==> src/hw/rtl/cpsc_pkg.sv <==
// ----------------------------------------------------------------------------
// Charger power setpoint control package
// Shared types and fixed codes for the charger power setpoint controller.
// ----------------------------------------------------------------------------
package cpsc_pkg;

   // Command codes carried on the result channel.
   typedef enum logic [1:0] {
      ACT_SET_CURRENT = 2'd0,
      ACT_SET_VOLTAGE = 2'd1,
      ACT_ENABLE      = 2'd2,
      ACT_DISABLE     = 2'd3
   } action_type;

   // Configuration register indexes.
   localparam logic [2:0] REG_OPERATING_MODE     = 3'd0;
   localparam logic [2:0] REG_VOLTAGE_SETPOINT   = 3'd1;
   localparam logic [2:0] REG_REENABLE_VOLTAGE   = 3'd2;
   localparam logic [2:0] REG_LOWER_POWER_LIMIT  = 3'd3;
   localparam logic [2:0] REG_UPPER_POWER_LIMIT  = 3'd4;
   localparam logic [2:0] REG_TARGET_CONSUMPTION = 3'd5;
   localparam logic [2:0] REG_SOC_STOP_THRESHOLD = 3'd6;
   localparam logic [2:0] REG_FEATURE_ENABLES    = 3'd7;

   // Operating modes.
   localparam logic [1:0] MODE_OFF      = 2'd0;
   localparam logic [1:0] MODE_ON       = 2'd1;
   localparam logic [1:0] MODE_EXT_AUTO = 2'd2;
   localparam logic [1:0] MODE_INT_AUTO = 2'd3;

   // Tracked supply output state.
   localparam logic [1:0] OUT_UNKNOWN  = 2'd0;
   localparam logic [1:0] OUT_ENABLED  = 2'd1;
   localparam logic [1:0] OUT_DISABLED = 2'd2;

   // Fixed thresholds and periods.
   localparam logic [31:0] VOLT_REFRESH_MS = 32'd60000;
   localparam logic [31:0] RETRY_MS        = 32'd1000;
   localparam logic [13:0] ON_CURRENT      = 14'd75;
   localparam logic [13:0] OFF_CURRENT     = 14'd100;
   localparam logic [9:0]  EFF_MIN         = 10'd500;
   localparam logic [9:0]  EFF_ONE         = 10'd1000;
   localparam int          QUEUE_DEPTH     = 4;
   localparam int          DIV_BITS        = 28;

   // Sequencer states.
   typedef enum logic [10:0] {
      S_IDLE   = 11'b00000000001,
      S_OFF    = 11'b00000000010,
      S_VOLT   = 11'b00000000100,
      S_BRANCH = 11'b00000001000,
      S_MUL    = 11'b00000010000,
      S_SUM    = 11'b00000100000,
      S_DIV    = 11'b00001000000,
      S_LIM    = 11'b00010000000,
      S_SETCUR = 11'b00100000000,
      S_CUR    = 11'b01000000000,
      S_OUT    = 11'b10000000000
   } state_type;

endpackage

==> src/hw/rtl/charger_power_setpoint_control.sv <==
// ----------------------------------------------------------------------------
// Charger power setpoint control
// Per control tick, issues enable/disable, voltage and current commands.
// ----------------------------------------------------------------------------
// One request transaction is one control tick. The block is busy from the
// accepting edge until the last command of the tick has been taken. A tick
// passes the timer, voltage and branch states and may then go straight to
// the drain state. A zero current setpoint goes on through the set-current
// states. A computed current comes from the branch on an emergency start,
// or through the multiply and sum states in the power loop, and then runs
// through the divider, skipped at zero output voltage, and the limit state.
// The 28-step restoring divider forms current from power (or the emergency
// limit) and the output voltage one quotient bit per cycle. A response
// stall holds the block in the drain state. Commands queue internally (at
// most four) and are presented in order; rsp_last marks the final command.
// A tick that produces no command completes without any response.
module charger_power_setpoint_control #(
   parameter int SHUTDOWN_DELAY_MS = 60000,
   parameter int SETTLE_MS         = 4000,
   parameter int REARM_COUNT       = 10
) (
   input  logic               clock,
   input  logic               reset,
   input  logic               csr_we,
   input  logic [2:0]         csr_index,
   input  logic [14:0]        csr_wdata,
   input  logic               req_valid,
   output logic               req_stall,
   input  logic [31:0]        req_now_ms,
   input  logic [3:0]         req_reading_valid,
   input  logic [13:0]        req_out_current,
   input  logic [13:0]        req_out_voltage,
   input  logic [13:0]        req_out_power,
   input  logic [9:0]         req_efficiency,
   input  logic signed [15:0] req_meter_power,
   input  logic               req_meter_fresh,
   input  logic [6:0]         req_battery_level,
   input  logic [15:0]        req_bms_current_limit,
   input  logic signed [15:0] req_battery_current,
   input  logic [1:0]         req_event_flags,
   output logic               rsp_valid,
   input  logic               rsp_stall,
   output logic [1:0]         rsp_action,
   output logic [15:0]        rsp_value,
   output logic               rsp_auto_active,
   output logic               rsp_last
);

   // Configuration registers.
   logic [1:0]         mode_ff;
   logic [13:0]        vset_ff, reen_ff, lower_ff, upper_ff;
   logic signed [14:0] target_ff;
   logic [6:0]         socthr_ff;
   logic [1:0]         feat_ff;

   // Controller state.
   cpsc_pkg::state_type state_ff, state_in;
   logic [31:0] con_ff, con_in, nvr_ff, nvr_in, blk_ff, blk_in;
   logic        emerg_ff, emerg_in, auto_ff, auto_in;
   logic [3:0]  rc_ff, rc_in;
   logic [1:0]  ostate_ff, ostate_in;

   // Latched tick inputs.
   logic [31:0]        now_ff;
   logic [3:0]         valid_ff;
   logic [13:0]        cur_ff, volt_ff, pwr_ff;
   logic [9:0]         eff_ff;
   logic signed [15:0] meter_ff, bcur_ff;
   logic               fresh_ff;
   logic [6:0]         soc_ff;
   logic [15:0]        bms_ff;
   logic [1:0]         evt_ff;

   // Arithmetic work registers.
   logic signed [27:0] prod_ff, prod_in;
   logic [23:0]        pw_ff, pw_in;
   logic [27:0]        dvd_ff, dvd_in;
   logic [14:0]        rem_ff, rem_in;
   logic [4:0]         dcnt_ff, dcnt_in;
   logic               useperm_ff, useperm_in;
   logic [15:0]        cval_ff, cval_in;

   // Command queue.
   logic [1:0]  q_act_ff [cpsc_pkg::QUEUE_DEPTH];
   logic [15:0] q_val_ff [cpsc_pkg::QUEUE_DEPTH];
   logic [2:0]  cnt_ff, cnt_in;
   logic [1:0]  idx_ff, idx_in;
   logic        push_en;
   logic [1:0]  push_act;
   logic [15:0] push_val;

   logic req_accept, rsp_accept;
   logic cv, vv, pv, auto_mode;

   assign req_accept = req_valid && !req_stall;
   assign rsp_accept = rsp_valid && !rsp_stall;
   assign req_stall  = (state_ff != cpsc_pkg::S_IDLE);
   assign cv = valid_ff[0];
   assign vv = valid_ff[1];
   assign pv = valid_ff[2];
   assign auto_mode = (mode_ff == cpsc_pkg::MODE_EXT_AUTO) ||
                      (mode_ff == cpsc_pkg::MODE_INT_AUTO);

   // Result channel is driven straight from the queue.
   assign rsp_valid       = (state_ff == cpsc_pkg::S_OUT) && ({1'b0, idx_ff} < cnt_ff);
   assign rsp_action      = q_act_ff[idx_ff];
   assign rsp_value       = q_val_ff[idx_ff];
   assign rsp_auto_active = auto_ff;
   assign rsp_last        = ({1'b0, idx_ff} == (cnt_ff - 3'd1));

   // Sequencer and shared arithmetic.
   always_comb begin
      logic [31:0]        con_t;
      logic [3:0]         rc_t;
      logic signed [17:0] diff;
      logic signed [28:0] tmw;
      logic signed [28:0] lim_lo, lim_hi;
      logic [14:0]        trial;
      logic               ge;
      logic signed [18:0] perm;
      logic signed [29:0] cq;
      state_in   = state_ff;
      con_in     = con_ff;
      nvr_in     = nvr_ff;
      blk_in     = blk_ff;
      emerg_in   = emerg_ff;
      auto_in    = auto_ff;
      rc_in      = rc_ff;
      ostate_in  = ostate_ff;
      prod_in    = prod_ff;
      pw_in      = pw_ff;
      dvd_in     = dvd_ff;
      rem_in     = rem_ff;
      dcnt_in    = dcnt_ff;
      useperm_in = useperm_ff;
      cval_in    = cval_ff;
      cnt_in     = cnt_ff;
      idx_in     = idx_ff;
      push_en    = 1'b0;
      push_act   = cpsc_pkg::ACT_SET_CURRENT;
      push_val   = '0;
      con_t      = '0;
      rc_t       = rc_ff;
      diff       = '0;
      tmw        = '0;
      lim_lo     = '0;
      lim_hi     = '0;
      trial      = '0;
      ge         = 1'b0;
      perm       = '0;
      cq         = '0;
      unique case (state_ff)
         cpsc_pkg::S_IDLE: begin
            if (req_accept) begin
               cnt_in   = '0;
               idx_in   = '0;
               state_in = cpsc_pkg::S_OFF;
            end
         end
         // Current-flow timer and quiet shutdown.
         cpsc_pkg::S_OFF: begin
            con_t = (cv && (cur_ff > cpsc_pkg::ON_CURRENT)) ? now_ff : con_ff;
            con_in = con_t;
            if (((con_t + 32'(SHUTDOWN_DELAY_MS)) < now_ff) && auto_mode &&
                (ostate_ff != cpsc_pkg::OUT_DISABLED)) begin
               push_en   = 1'b1;
               push_act  = cpsc_pkg::ACT_DISABLE;
               ostate_in = cpsc_pkg::OUT_DISABLED;
            end
            state_in = cpsc_pkg::S_VOLT;
         end
         // Periodic voltage setpoint.
         cpsc_pkg::S_VOLT: begin
            if (((mode_ff == cpsc_pkg::MODE_INT_AUTO) || emerg_ff) && (nvr_ff < now_ff)) begin
               push_en  = 1'b1;
               push_act = cpsc_pkg::ACT_SET_VOLTAGE;
               push_val = {2'b00, vset_ff};
               nvr_in   = now_ff + cpsc_pkg::VOLT_REFRESH_MS;
            end
            state_in = cpsc_pkg::S_BRANCH;
         end
         // Emergency charge and gating of the power loop.
         cpsc_pkg::S_BRANCH: begin
            state_in = cpsc_pkg::S_OUT;
            if (!emerg_ff && feat_ff[0] && evt_ff[0]) begin
               if (vv) begin
                  emerg_in   = 1'b1;
                  useperm_in = 1'b0;
                  if (volt_ff == '0) begin
                     dvd_in   = 28'd65535;
                     state_in = cpsc_pkg::S_LIM;
                  end else begin
                     dvd_in   = 28'(upper_ff * 28'd10000);
                     rem_in   = '0;
                     dcnt_in  = 5'(cpsc_pkg::DIV_BITS - 1);
                     state_in = cpsc_pkg::S_DIV;
                  end
               end
            end else if (emerg_ff && !evt_ff[0]) begin
               cval_in = '0;
               if (cv && (cur_ff < cpsc_pkg::OFF_CURRENT)) emerg_in = 1'b0;
               state_in = cpsc_pkg::S_SETCUR;
            end else if ((mode_ff == cpsc_pkg::MODE_INT_AUTO) && !(blk_ff > now_ff)) begin
               if (!vv || !pv || !cv) begin
                  blk_in = now_ff + cpsc_pkg::RETRY_MS;
               end else begin
                  if (volt_ff < reen_ff) rc_t = 4'(REARM_COUNT);
                  rc_in = rc_t;
                  if (evt_ff[1]) begin
                     cval_in  = '0;
                     blk_in   = now_ff + cpsc_pkg::RETRY_MS;
                     state_in = cpsc_pkg::S_SETCUR;
                  end else if (fresh_ff && (rc_t != '0)) begin
                     state_in = cpsc_pkg::S_MUL;
                  end
               end
            end
         end
         // Power error times efficiency; output power in mW.
         cpsc_pkg::S_MUL: begin
            diff     = 18'(target_ff) - 18'(meter_ff);
            prod_in  = 28'(diff) * $signed({18'b0, eff_ff});
            pw_in    = 24'(pwr_ff * 24'd1000);
            state_in = cpsc_pkg::S_SUM;
         end
         // Power target decisions and divider launch.
         cpsc_pkg::S_SUM: begin
            tmw = $signed({5'b0, pw_ff}) + 29'(prod_ff);
            if (feat_ff[1] && (soc_ff >= socthr_ff)) tmw = '0;
            lim_lo = $signed({5'b0, 24'(lower_ff * 24'd1000)});
            lim_hi = $signed({5'b0, 24'(upper_ff * 24'd1000)});
            if (tmw > lim_lo) begin
               if (pwr_ff < lower_ff) begin
                  rc_t = rc_ff - 4'd1;
               end else begin
                  rc_t = 4'(REARM_COUNT);
               end
               rc_in = rc_t;
               if (rc_t == '0) begin
                  auto_in  = 1'b0;
                  cval_in  = '0;
                  state_in = cpsc_pkg::S_SETCUR;
               end else begin
                  if (tmw > lim_hi) tmw = lim_hi;
                  auto_in    = 1'b1;
                  blk_in     = now_ff + 32'(SETTLE_MS);
                  useperm_in = 1'b1;
                  if (volt_ff == '0) begin
                     dvd_in   = 28'd65535;
                     state_in = cpsc_pkg::S_LIM;
                  end else begin
                     dvd_in   = 28'(tmw[24:0] * 28'd10);
                     rem_in   = '0;
                     dcnt_in  = 5'(cpsc_pkg::DIV_BITS - 1);
                     state_in = cpsc_pkg::S_DIV;
                  end
               end
            end else begin
               auto_in  = 1'b0;
               cval_in  = '0;
               state_in = cpsc_pkg::S_SETCUR;
            end
         end
         // One quotient bit per cycle.
         cpsc_pkg::S_DIV: begin
            trial  = {rem_ff[13:0], dvd_ff[cpsc_pkg::DIV_BITS-1]};
            ge     = (trial >= {1'b0, volt_ff});
            rem_in = ge ? (trial - {1'b0, volt_ff}) : trial;
            dvd_in = {dvd_ff[cpsc_pkg::DIV_BITS-2:0], ge};
            dcnt_in = dcnt_ff - 5'd1;
            if (dcnt_ff == '0) state_in = cpsc_pkg::S_LIM;
         end
         // Battery limit and saturation.
         cpsc_pkg::S_LIM: begin
            perm = $signed({3'b0, bms_ff}) - 19'(bcur_ff) + $signed({5'b0, cur_ff});
            cq   = $signed({2'b0, dvd_ff});
            if (useperm_ff && (30'(perm) < cq)) cq = 30'(perm);
            if (cq < 0) begin
               cval_in = '0;
            end else if (cq > 30'sd65535) begin
               cval_in = 16'hFFFF;
            end else begin
               cval_in = cq[15:0];
            end
            state_in = cpsc_pkg::S_SETCUR;
         end
         // Enable output ahead of a significant current.
         cpsc_pkg::S_SETCUR: begin
            if ((cval_ff > 16'(cpsc_pkg::ON_CURRENT)) && auto_mode) begin
               con_in = now_ff;
               if (ostate_ff != cpsc_pkg::OUT_ENABLED) begin
                  push_en   = 1'b1;
                  push_act  = cpsc_pkg::ACT_ENABLE;
                  ostate_in = cpsc_pkg::OUT_ENABLED;
               end
            end
            state_in = cpsc_pkg::S_CUR;
         end
         cpsc_pkg::S_CUR: begin
            push_en  = 1'b1;
            push_act = cpsc_pkg::ACT_SET_CURRENT;
            push_val = cval_ff;
            state_in = cpsc_pkg::S_OUT;
         end
         // Drain queued commands.
         cpsc_pkg::S_OUT: begin
            if (cnt_ff == '0) begin
               state_in = cpsc_pkg::S_IDLE;
            end else if (rsp_accept) begin
               idx_in = idx_ff + 2'd1;
               if (rsp_last) state_in = cpsc_pkg::S_IDLE;
            end
         end
         default: state_in = cpsc_pkg::S_IDLE;
      endcase
      if (push_en && (cnt_ff < 3'(cpsc_pkg::QUEUE_DEPTH))) cnt_in = cnt_ff + 3'd1;
   end

   // Control and configuration registers.
   always_ff @(posedge clock) begin
      if (reset) begin
         state_ff  <= cpsc_pkg::S_IDLE;
         con_ff    <= '0;
         nvr_ff    <= '0;
         blk_ff    <= '0;
         emerg_ff  <= 1'b0;
         auto_ff   <= 1'b0;
         rc_ff     <= 4'(REARM_COUNT);
         ostate_ff <= cpsc_pkg::OUT_UNKNOWN;
         cnt_ff    <= '0;
         idx_ff    <= '0;
         mode_ff   <= cpsc_pkg::MODE_EXT_AUTO;
         vset_ff   <= 14'd5360;
         reen_ff   <= 14'd4200;
         lower_ff  <= 14'd150;
         upper_ff  <= 14'd2000;
         target_ff <= '0;
         socthr_ff <= 7'd95;
         feat_ff   <= '0;
      end else begin
         state_ff  <= state_in;
         con_ff    <= con_in;
         nvr_ff    <= nvr_in;
         blk_ff    <= blk_in;
         emerg_ff  <= emerg_in;
         auto_ff   <= auto_in;
         rc_ff     <= rc_in;
         ostate_ff <= ostate_in;
         cnt_ff    <= cnt_in;
         idx_ff    <= idx_in;
         if (csr_we) begin
            unique case (csr_index)
               cpsc_pkg::REG_OPERATING_MODE:     mode_ff   <= csr_wdata[1:0];
               cpsc_pkg::REG_VOLTAGE_SETPOINT:   vset_ff   <= csr_wdata[13:0];
               cpsc_pkg::REG_REENABLE_VOLTAGE:   reen_ff   <= csr_wdata[13:0];
               cpsc_pkg::REG_LOWER_POWER_LIMIT:  lower_ff  <= csr_wdata[13:0];
               cpsc_pkg::REG_UPPER_POWER_LIMIT:  upper_ff  <= csr_wdata[13:0];
               cpsc_pkg::REG_TARGET_CONSUMPTION: target_ff <= $signed(csr_wdata);
               cpsc_pkg::REG_SOC_STOP_THRESHOLD: socthr_ff <= csr_wdata[6:0];
               cpsc_pkg::REG_FEATURE_ENABLES:    feat_ff   <= csr_wdata[1:0];
               default: ;
            endcase
         end
      end
   end

   // Payload and work registers.
   always_ff @(posedge clock) begin
      if (req_accept) begin
         now_ff   <= req_now_ms;
         valid_ff <= req_reading_valid;
         cur_ff   <= req_out_current;
         volt_ff  <= req_out_voltage;
         pwr_ff   <= req_out_power;
         eff_ff   <= (req_reading_valid[3] && (req_efficiency > cpsc_pkg::EFF_MIN)) ?
                     req_efficiency : cpsc_pkg::EFF_ONE;
         meter_ff <= req_meter_power;
         fresh_ff <= req_meter_fresh;
         soc_ff   <= req_battery_level;
         bms_ff   <= req_bms_current_limit;
         bcur_ff  <= req_battery_current;
         evt_ff   <= req_event_flags;
      end
      prod_ff    <= prod_in;
      pw_ff      <= pw_in;
      dvd_ff     <= dvd_in;
      rem_ff     <= rem_in;
      dcnt_ff    <= dcnt_in;
      useperm_ff <= useperm_in;
      cval_ff    <= cval_in;
      if (push_en && (cnt_ff < 3'(cpsc_pkg::QUEUE_DEPTH))) begin
         q_act_ff[cnt_ff[1:0]] <= push_act;
         q_val_ff[cnt_ff[1:0]] <= push_val;
      end
   end

   // A response is only offered while new ticks are held off.
   a_rsp_blocks_req: assert property (@(posedge clock) disable iff (reset)
      rsp_valid |-> req_stall) else $error("response offered while accepting ticks");

   // The command queue never overflows.
   a_queue_bound: assert property (@(posedge clock) disable iff (reset)
      cnt_ff <= 3'(cpsc_pkg::QUEUE_DEPTH)) else $error("command queue overflow");

   // A new tick starts with an empty queue.
   a_tick_clears: assert property (@(posedge clock) disable iff (reset)
      req_accept |=> (cnt_ff == '0) && (idx_ff == '0)) else $error("queue not cleared");

   // The divider finishes into the limit stage.
   a_div_exit: assert property (@(posedge clock) disable iff (reset)
      (state_ff == cpsc_pkg::S_DIV) && (dcnt_ff == '0) |=> (state_ff == cpsc_pkg::S_LIM))
      else $error("divider exit");

endmodule
==> config.mk <==
export PLATFORM = sky130hd
export DESIGN_NAME = charger_power_setpoint_control
export DESIGN_NICKNAME = d
export VERILOG_FILES = /design/src/hw/rtl/cpsc_pkg.sv /design/src/hw/rtl/charger_power_setpoint_control.sv
export SDC_FILE = /design/constraint.sdc
export NUM_CORES = 2
export LEC_CHECK = 0
export BUFFER_PORTS_ARGS = -buffer_cell sky130_fd_sc_hd__buf_2
export CAP_MARGIN = 30
export CORE_ASPECT_RATIO = 0.7
export CORE_MARGIN = 4
export CORE_UTILIZATION = 50
export CTS_BUF_LIST = sky130_fd_sc_hd__clkbuf_4 sky130_fd_sc_hd__clkbuf_8 sky130_fd_sc_hd__clkbuf_16
export CTS_CLUSTER_DIAMETER = 30
export DETAILED_ROUTE_END_ITERATION = 6
export HOLD_SLACK_MARGIN = 0.05
export PLACE_DENSITY = 0.67
export SYNTH_ARGS = -nofsm -noshare
export SYNTH_HDL_FRONTEND = slang
export SYNTH_SLANG_ARGS = --single-unit
export TNS_END_PERCENT = 1
==> constraint.sdc <==
create_clock -name clock -period 16.65 [get_ports clock]
set_input_delay 1.665 -clock clock [delete_from_list [all_inputs] [get_ports clock]]
set_output_delay 1.665 -clock clock [all_outputs]
set_load 0.05 [all_outputs]
## Word-level counts from Yosys, hierarchy flattened

Memories as Yosys holds them, arrays and structs flattened. A register that Yosys moved wholly into a read port is not among the register bits.
Index checks and enable logic that the tools add are counted.
Widths: inputs -> output; s select.

| storage, ports and cells | value |
|---|---|
| memory bits (writable) | 72 |
| logic and storage cells | 309 |
| input bits | 169 |
| output and inout bits | 22 |
| register bits | 461 |
| memories | 2 |

| cells by class | value |
|---|---|
| equal/unequal tests | 47 |
| multiply operators | 6 |
| reductions and logical operators | 65 |
| $lt $le $gt $ge | 18 |
| muxes and demuxes | 120 |
| $add $sub $neg | 14 |

Memory list:

| name | depth | bits a word | rd ports | clocked after Yosys merged registers in | wr ports | line | source |
|---|---|---|---|---|---|---|---|
| q_val_ff | 4 | 16 | 1 | 1 | 1 | charger_power_setpoint_control.sv:85 | `logic [15:0] q_val_ff [cpsc_pkg::QUEUE_DEPTH];` |
| q_act_ff | 4 | 2 | 1 | 1 | 1 | charger_power_setpoint_control.sv:84 | `logic [1:0] q_act_ff [cpsc_pkg::QUEUE_DEPTH];` |

Operator list:

| operator | count |
|---|---|
| $mux 32 | 9 |
| $mux 28 | 6 |
| $mux 11 | 14 |
| $mux 16 | 9 |
| $pmux 32 s2 | 2 |
| $pmux 11 s11 | 1 |
| $mux 25 | 4 |
| $mux 15 | 6 |
| $pmux 28 s3 | 1 |
| $add 32x16->32 const B | 2 |
| $lt 32x32->1 | 2 |
| $mul 14x7->21 const B | 3 |
| $mux 30 | 2 |
| $gt 29x25->1 | 2 |
| $mux 29 | 2 |
| $mux 4 | 14 |
| $pmux 16 s3 | 1 |
| $pmux 15 s3 | 1 |
| $ne 2x2->1 const B | 17 |
| $add 32x10->32 const B | 1 |
| $add 32x12->32 const B | 1 |
| $gt 32x32->1 | 1 |
| $pmux 16 s2 | 1 |
| $gt 30x17->1 const B | 1 |
| other kinds (71) | 167 |

## Logic depth before layout (Yosys ltp)

| depth | value |
|---|---|
| word-level depth | 17 |
| mapped depth | 44 |
| mapped depth without buffers | 43 |

## Worst setup path after synthesis

No wires, ideal clock.

| timing | value |
|---|---|
| kind | reg-to-reg |
| from | register upper_ff[4] |
| to | register dvd_ff[26], data pin |
| library setup time | 0.264 ns |
| arrival | 8.772 ns |
| path buffers | 1 |
| slack | 7.614 ns |
| cell stages (with the launch flop) | 43 |
| path through | dfxtp_1 fa_1 fa_1 fa_1 inv_1 fa_1 inv_1 ha_1 o21ai_0 nand2_1 nand2_1 or3b_2 a21oi_1 a41o_1 nor2_1 xnor2_1 inv_1 ha_1 (+7 left out) a21boi_2 buf_2 o21ai_0 ha_1 ha_1 inv_1 fa_1 nand2b_1 a21oi_1 o22ai_1 o211ai_1 nor4_1 o41ai_1 nand3_1 nand2_1 a31oi_1 xor2_1 o21ai_0 |

| on the way | value |
|---|---|
| word-level cells in the longest chain between the ends | 11 |

Ends and longest elaborated chain:

| element | line | source |
|---|---|---|
| start, declared | charger_power_setpoint_control.sv:51 | `logic [13:0] vset_ff, reen_ff, lower_ff, upper_ff;` |
| start signal, assigned | charger_power_setpoint_control.sv:357 | `cpsc_pkg::REG_UPPER_POWER_LIMIT: upper_ff <= csr_wdata[13:0];` |
| $mul 14x7->21 | charger_power_setpoint_control.sv:231 | `lim_hi = $signed({5'b0, 24'(upper_ff * 24'd1000)});` |
| $gt 29x25->1 | charger_power_setpoint_control.sv:244 | `if (tmw > lim_hi) tmw = lim_hi;` |
| $mux 25 | charger_power_setpoint_control.sv:244 |  |
| $mux 25 | charger_power_setpoint_control.sv:239 | `if (rc_t == '0) begin` |
| $mux 25 | charger_power_setpoint_control.sv:232 | `if (tmw > lim_lo) begin` |
| $mux 25 | charger_power_setpoint_control.sv:152 | `unique case (state_ff)` |
| $mul 25x3->27 | charger_power_setpoint_control.sv:252 | `dvd_in = 28'(tmw[24:0] * 28'd10);` |
| $mux 28 | charger_power_setpoint_control.sv:248 | `if (volt_ff == '0) begin` |
| $mux 28 | charger_power_setpoint_control.sv:239 |  |
| $mux 28 | charger_power_setpoint_control.sv:232 |  |
| $pmux 28 s3 * | charger_power_setpoint_control.sv:152 |  |
| named net dvd_in[26] | charger_power_setpoint_control.sv:77 | `logic [27:0] dvd_ff, dvd_in;` |
| end signal, assigned | charger_power_setpoint_control.sv:386 | `dvd_ff <= dvd_in;` |
| end, declared | charger_power_setpoint_control.sv:77 |  |

Mark *: on every way through the listed nets, which the timed path passes. The rest lies on a longest branch. The select of a mux whose other input is x is not followed.
A chain may end at the register's enable or synchronous reset.

## Final worst setup path

| timing | value |
|---|---|
| from | register upper_ff[2] |
| to | register dvd_ff[26], data pin |

Same word-level chain as after synthesis.

==> summary.md <==
| Metric | Value |
|---|---|
| Layout cells sized above 1 | 10.0% |
| Top Layer Used | met5 |
| Post-Syn Instances | 4702 |
| Diode count | 0 |
| P per Cell Area | 163 mW/mm^2 |
| Hold crit path type | flip-flop to flip-flop |
| Final ANT Viol Nets | 0 |
| Post-Syn Nets | roughly 5800 |
| Cell Area, Synth | 0.0462 mm^2 |
| Width of the die | between 300 and 400 um |
| Max_cap viols | 0 |
| LEAKAGE | approximately 23 nW |
| Metal3 WL | 11700 um |
| Via density | between 5 and 6 |
| Mux cell area share after synthesis | under 10% |
| Reg-to-reg slack, setup | 6.29 ns |
| Clock skew | 0.0559 ns |
| Nets@finish | 5991 |
| Routed len/inst | 19.9 um |
| Placed cell count | between 6000 and 7000 |
| Crit Reg-Reg Startpoint | upper_ff[2] |
| Final Setup Violations | 0 |
| Yosys reg bits | between 500 and 600 |
| DRC viols | 0 |
| Total gr overflow | 0 |
| GRT Overall Usage | 25.4% |
| Row Count | 92 |
| Post-synth EDFFs | 330 |
| DIE AREA | 0.0973 mm^2 |
| Worst r2r path cells | 38 |
| DRT iter0 DRCs | 3206 |
| Leading area contributor after synthesis | edfxtp_1 |
| Buffers and inverters on the worst path | 3 |
| Crit-path leading delay family | compound AO/OA/AOI/OAI gates |
| Core area | 0.0908 mm^2 |
| DRT Wirelength | around 120000 um |
| Reg-to-Reg End | dvd_ff[26] |
| Total power | approximately 8.4 mW |
| YS warnings | 0 |
| CTS max path bufs | 3 |
| Synthesized area per cell | between 9 and 10 um^2 |
| Wl on met1 | 60300 um |
| Largest net degree at the start of global routing | 85 |
| Clock sink count | 534 |
| Final Wtd Congestion | 0.958 |
| Final Hold Viols | 0 |
| Setup ws final | 6.29 ns |
| Synth-to-Final Area Change | 12.0% |
| First-pass GRT wire length | 194000 um |
| Post-CTS repair timing setup buffer count | 0 |
| Endpoint of the worst hold path | con_ff[4] |
| DR vias | 35300 |
| CTS buffer count | 93 |
| Hold Buf Count CTS | 0 |
| H-tree lvl count | 3 |
| TNS Setup | 0 ns |
| Top cells by area, synth | edfxtp_1 (21%), ha_1 (16%), fa_1 (14%) |
| Clk Latency, worst-skew pair | 0.69 ns |
| Status | complete, no violations |
| Tmin final | 10.36 ns |
| CTS resizes | 0 |
| Layout Cells excl Fill | 6201 |
| Synth cell types | 93 |
| Post-synthesis adder-cell area fraction | 30.3% |
| Hold depth | 2 |
| Initial Util | 50.8% |
| Vias in the first global route | 34400 |
| Fin util | 56.9% |
| Unrepaired setup endpoints after global routing | no |
| CP Data Arrival Time | 10.75 ns |
| Hold Path Origin | con_ff[4] |
| Die Ht | 262 um |
| Post-DP Area | 0.0484 mm^2 |
| Ports | around 190 |
| IO buf count | 190 |
| Initial antenna violation count | 1 |
| Finished Cell Area | 0.0517 mm^2 |
| Post-Synth Simple-Gate Area | 13.6% |
| Root buf cell | clkbuf_16 |
| Main synth FF type | edfxtp_1 |
| Critical path capture point type | flip-flop |
| Worst endpoint required time | 17.04 ns |
| Highest net fanout along the worst path | 19 |
| Max Slew Vio Count | 0 |
| Pre-antenna DRT Iters | 5 |
| Largest family of logic cells by synthesized area | adder cells |
| Post-Synth XOR/XNOR Area | 4.69% |
| Sequential area share after synthesis | 30.3% |
| CTS tree | built |
| Clock-pin slew on the worst setup and hold paths | about 0.050 ns |
| Crit path kind | flip-flop to flip-flop |
| Fin Hold WS | 0.450 ns |
| Top-area cell type share of the netlist area | 21.5% |
| Pre-CTS worst setup slack | 6.46 ns |
| Period utilization | 62.2% |
| HPWL after DPL | 96000 um |
| Peak VDD IR | 249 uV |
| Achievable Freq | 96.5 MHz |
| Metal2 WL | 48900 um |
| Startpoint types | flip-flop |
| Relative slew slack | 26.2% |
| CP max stage delay | 0.63 ns |
| Crit-path slowest cell | dfxtp_1 |
| Synth Area in Compound Gates | 12.5% |
| Ys async rst share | 0% |
| Slew @ Worst Pin | 1.11 ns |
[layout by cell type, fill, tap and decap left out, types with 57 or more instances in the layout]
| cell | n |
|---|---|
| a21o_1 | 86 |
| a21oi_1 | 305 |
| and2_1 | 112 |
| buf_2 | 189 |
| clkbuf_16 | 94 |
| dfxtp_1 | 204 |
| edfxtp_1 | 330 |
| fa_1 | 326 |
| ha_1 | 596 |
| inv_1 | 599 |
| mux2i_1 | 57 |
| nand2_1 | 433 |
| nand3_1 | 80 |
| nor2_1 | 265 |
| nor3_1 | 63 |
| o21ai_0 | 154 |
| xnor2_1 | 175 |
| xor2_1 | 72 |
[cell usage after synthesis (all sizes together) (21+ instances only)]
cell type / instances
a211oi: 44
or3: 33
and2: 113
buf: 35
a31o: 26
o211ai: 22
dfxtp: 204
o21ai: 164
nor3: 85
o31ai: 21
ha: 596
o21a: 32
mux2i: 57
xor2: 72
o21bai: 25
nor2: 266
inv: 602
nand2: 434
a21o: 86
nor4: 29
nand3: 80
clkbuf: 90
a21oi: 306
a31oi: 21
nand2b: 49
fa: 326
xnor2: 175
nand4: 50
nand3b: 22
nor2b: 56
edfxtp: 330
[per-layer routing]
metal,GRT usage (%),vias up
met2,35.5,1267
met4,5.67,2
met5,0,-
met3,5.58,164
li1,-,16700
met1,39.9,17100
[worst reg2reg max path, delay by kind of cell, from the launching register on]
family	cells	cell delay, ns
multiplexers	1	0.40
AO/OA/AOI/OAI	17	3.90
buffers and inverters	3	0.44
AND/OR/NAND/NOR	7	1.25
XOR/XNOR	2	0.25
flip-flops	1	0.63
adder cells (fa/ha/maj)	8	3.24
[worst max path at each step]
| stage | from | to | slack, ns | cells past startpoint |
|---|---|---|---|---|
| 2_1_floorplan | upper_ff[4] | dvd_ff[26] | 7.61 | 42 |
| 3_3_place_gp | upper_ff[2] | dvd_ff[26] | 6.75 | 38 |
| 3_5_place_dp | upper_ff[2] | dvd_ff[26] | 6.46 | 38 |
| 4_1_cts | upper_ff[2] | dvd_ff[26] | 6.39 | 38 |
| 5_1_grt | upper_ff[2] | dvd_ff[26] | 5.66 | 39 |
| 6_report | upper_ff[2] | dvd_ff[26] | 6.29 | 38 |
[power by group]
part | switching (mW) | internal (mW)
combinational | 2.75 | 2.04
clock | 0.747 | 1.19
sequential | 0.0556 | 1.66
total | 3.55 | 4.89
[state kept, by name, indices dropped and copies added, names as in the netlist, 21 cells and up, named ones only]
register / count
q_val_ff: 64
blk_ff: 32
con_ff: 32
now_ff: 32
nvr_ff: 32
dvd_ff: 28
prod_ff: 28
pw_ff: 21
[final cells by class]
cell class	instances	area, um^2
multi-input combinational	3436	29400
clock inverter	72	774
tap	1222	1530
timing repair buffer	228	1280
fill	7776	39100
sequential	534	14000
inverter	607	2280
clock buffer	102	2440
[logic make-up (layout without fill, tap and decap cells)]
group	count (synthesis)	in the layout
AO/OA/AOI/OAI	897	897
XOR/XNOR	247	247
adder cells (fa/ha/maj)	922	922
buffers and inverters	732	1009
flip-flops	534	534
multiplexers	88	88
AND/OR/NAND/NOR	1282	1282
No activity file was read; power rests on OpenSTA's default activity.
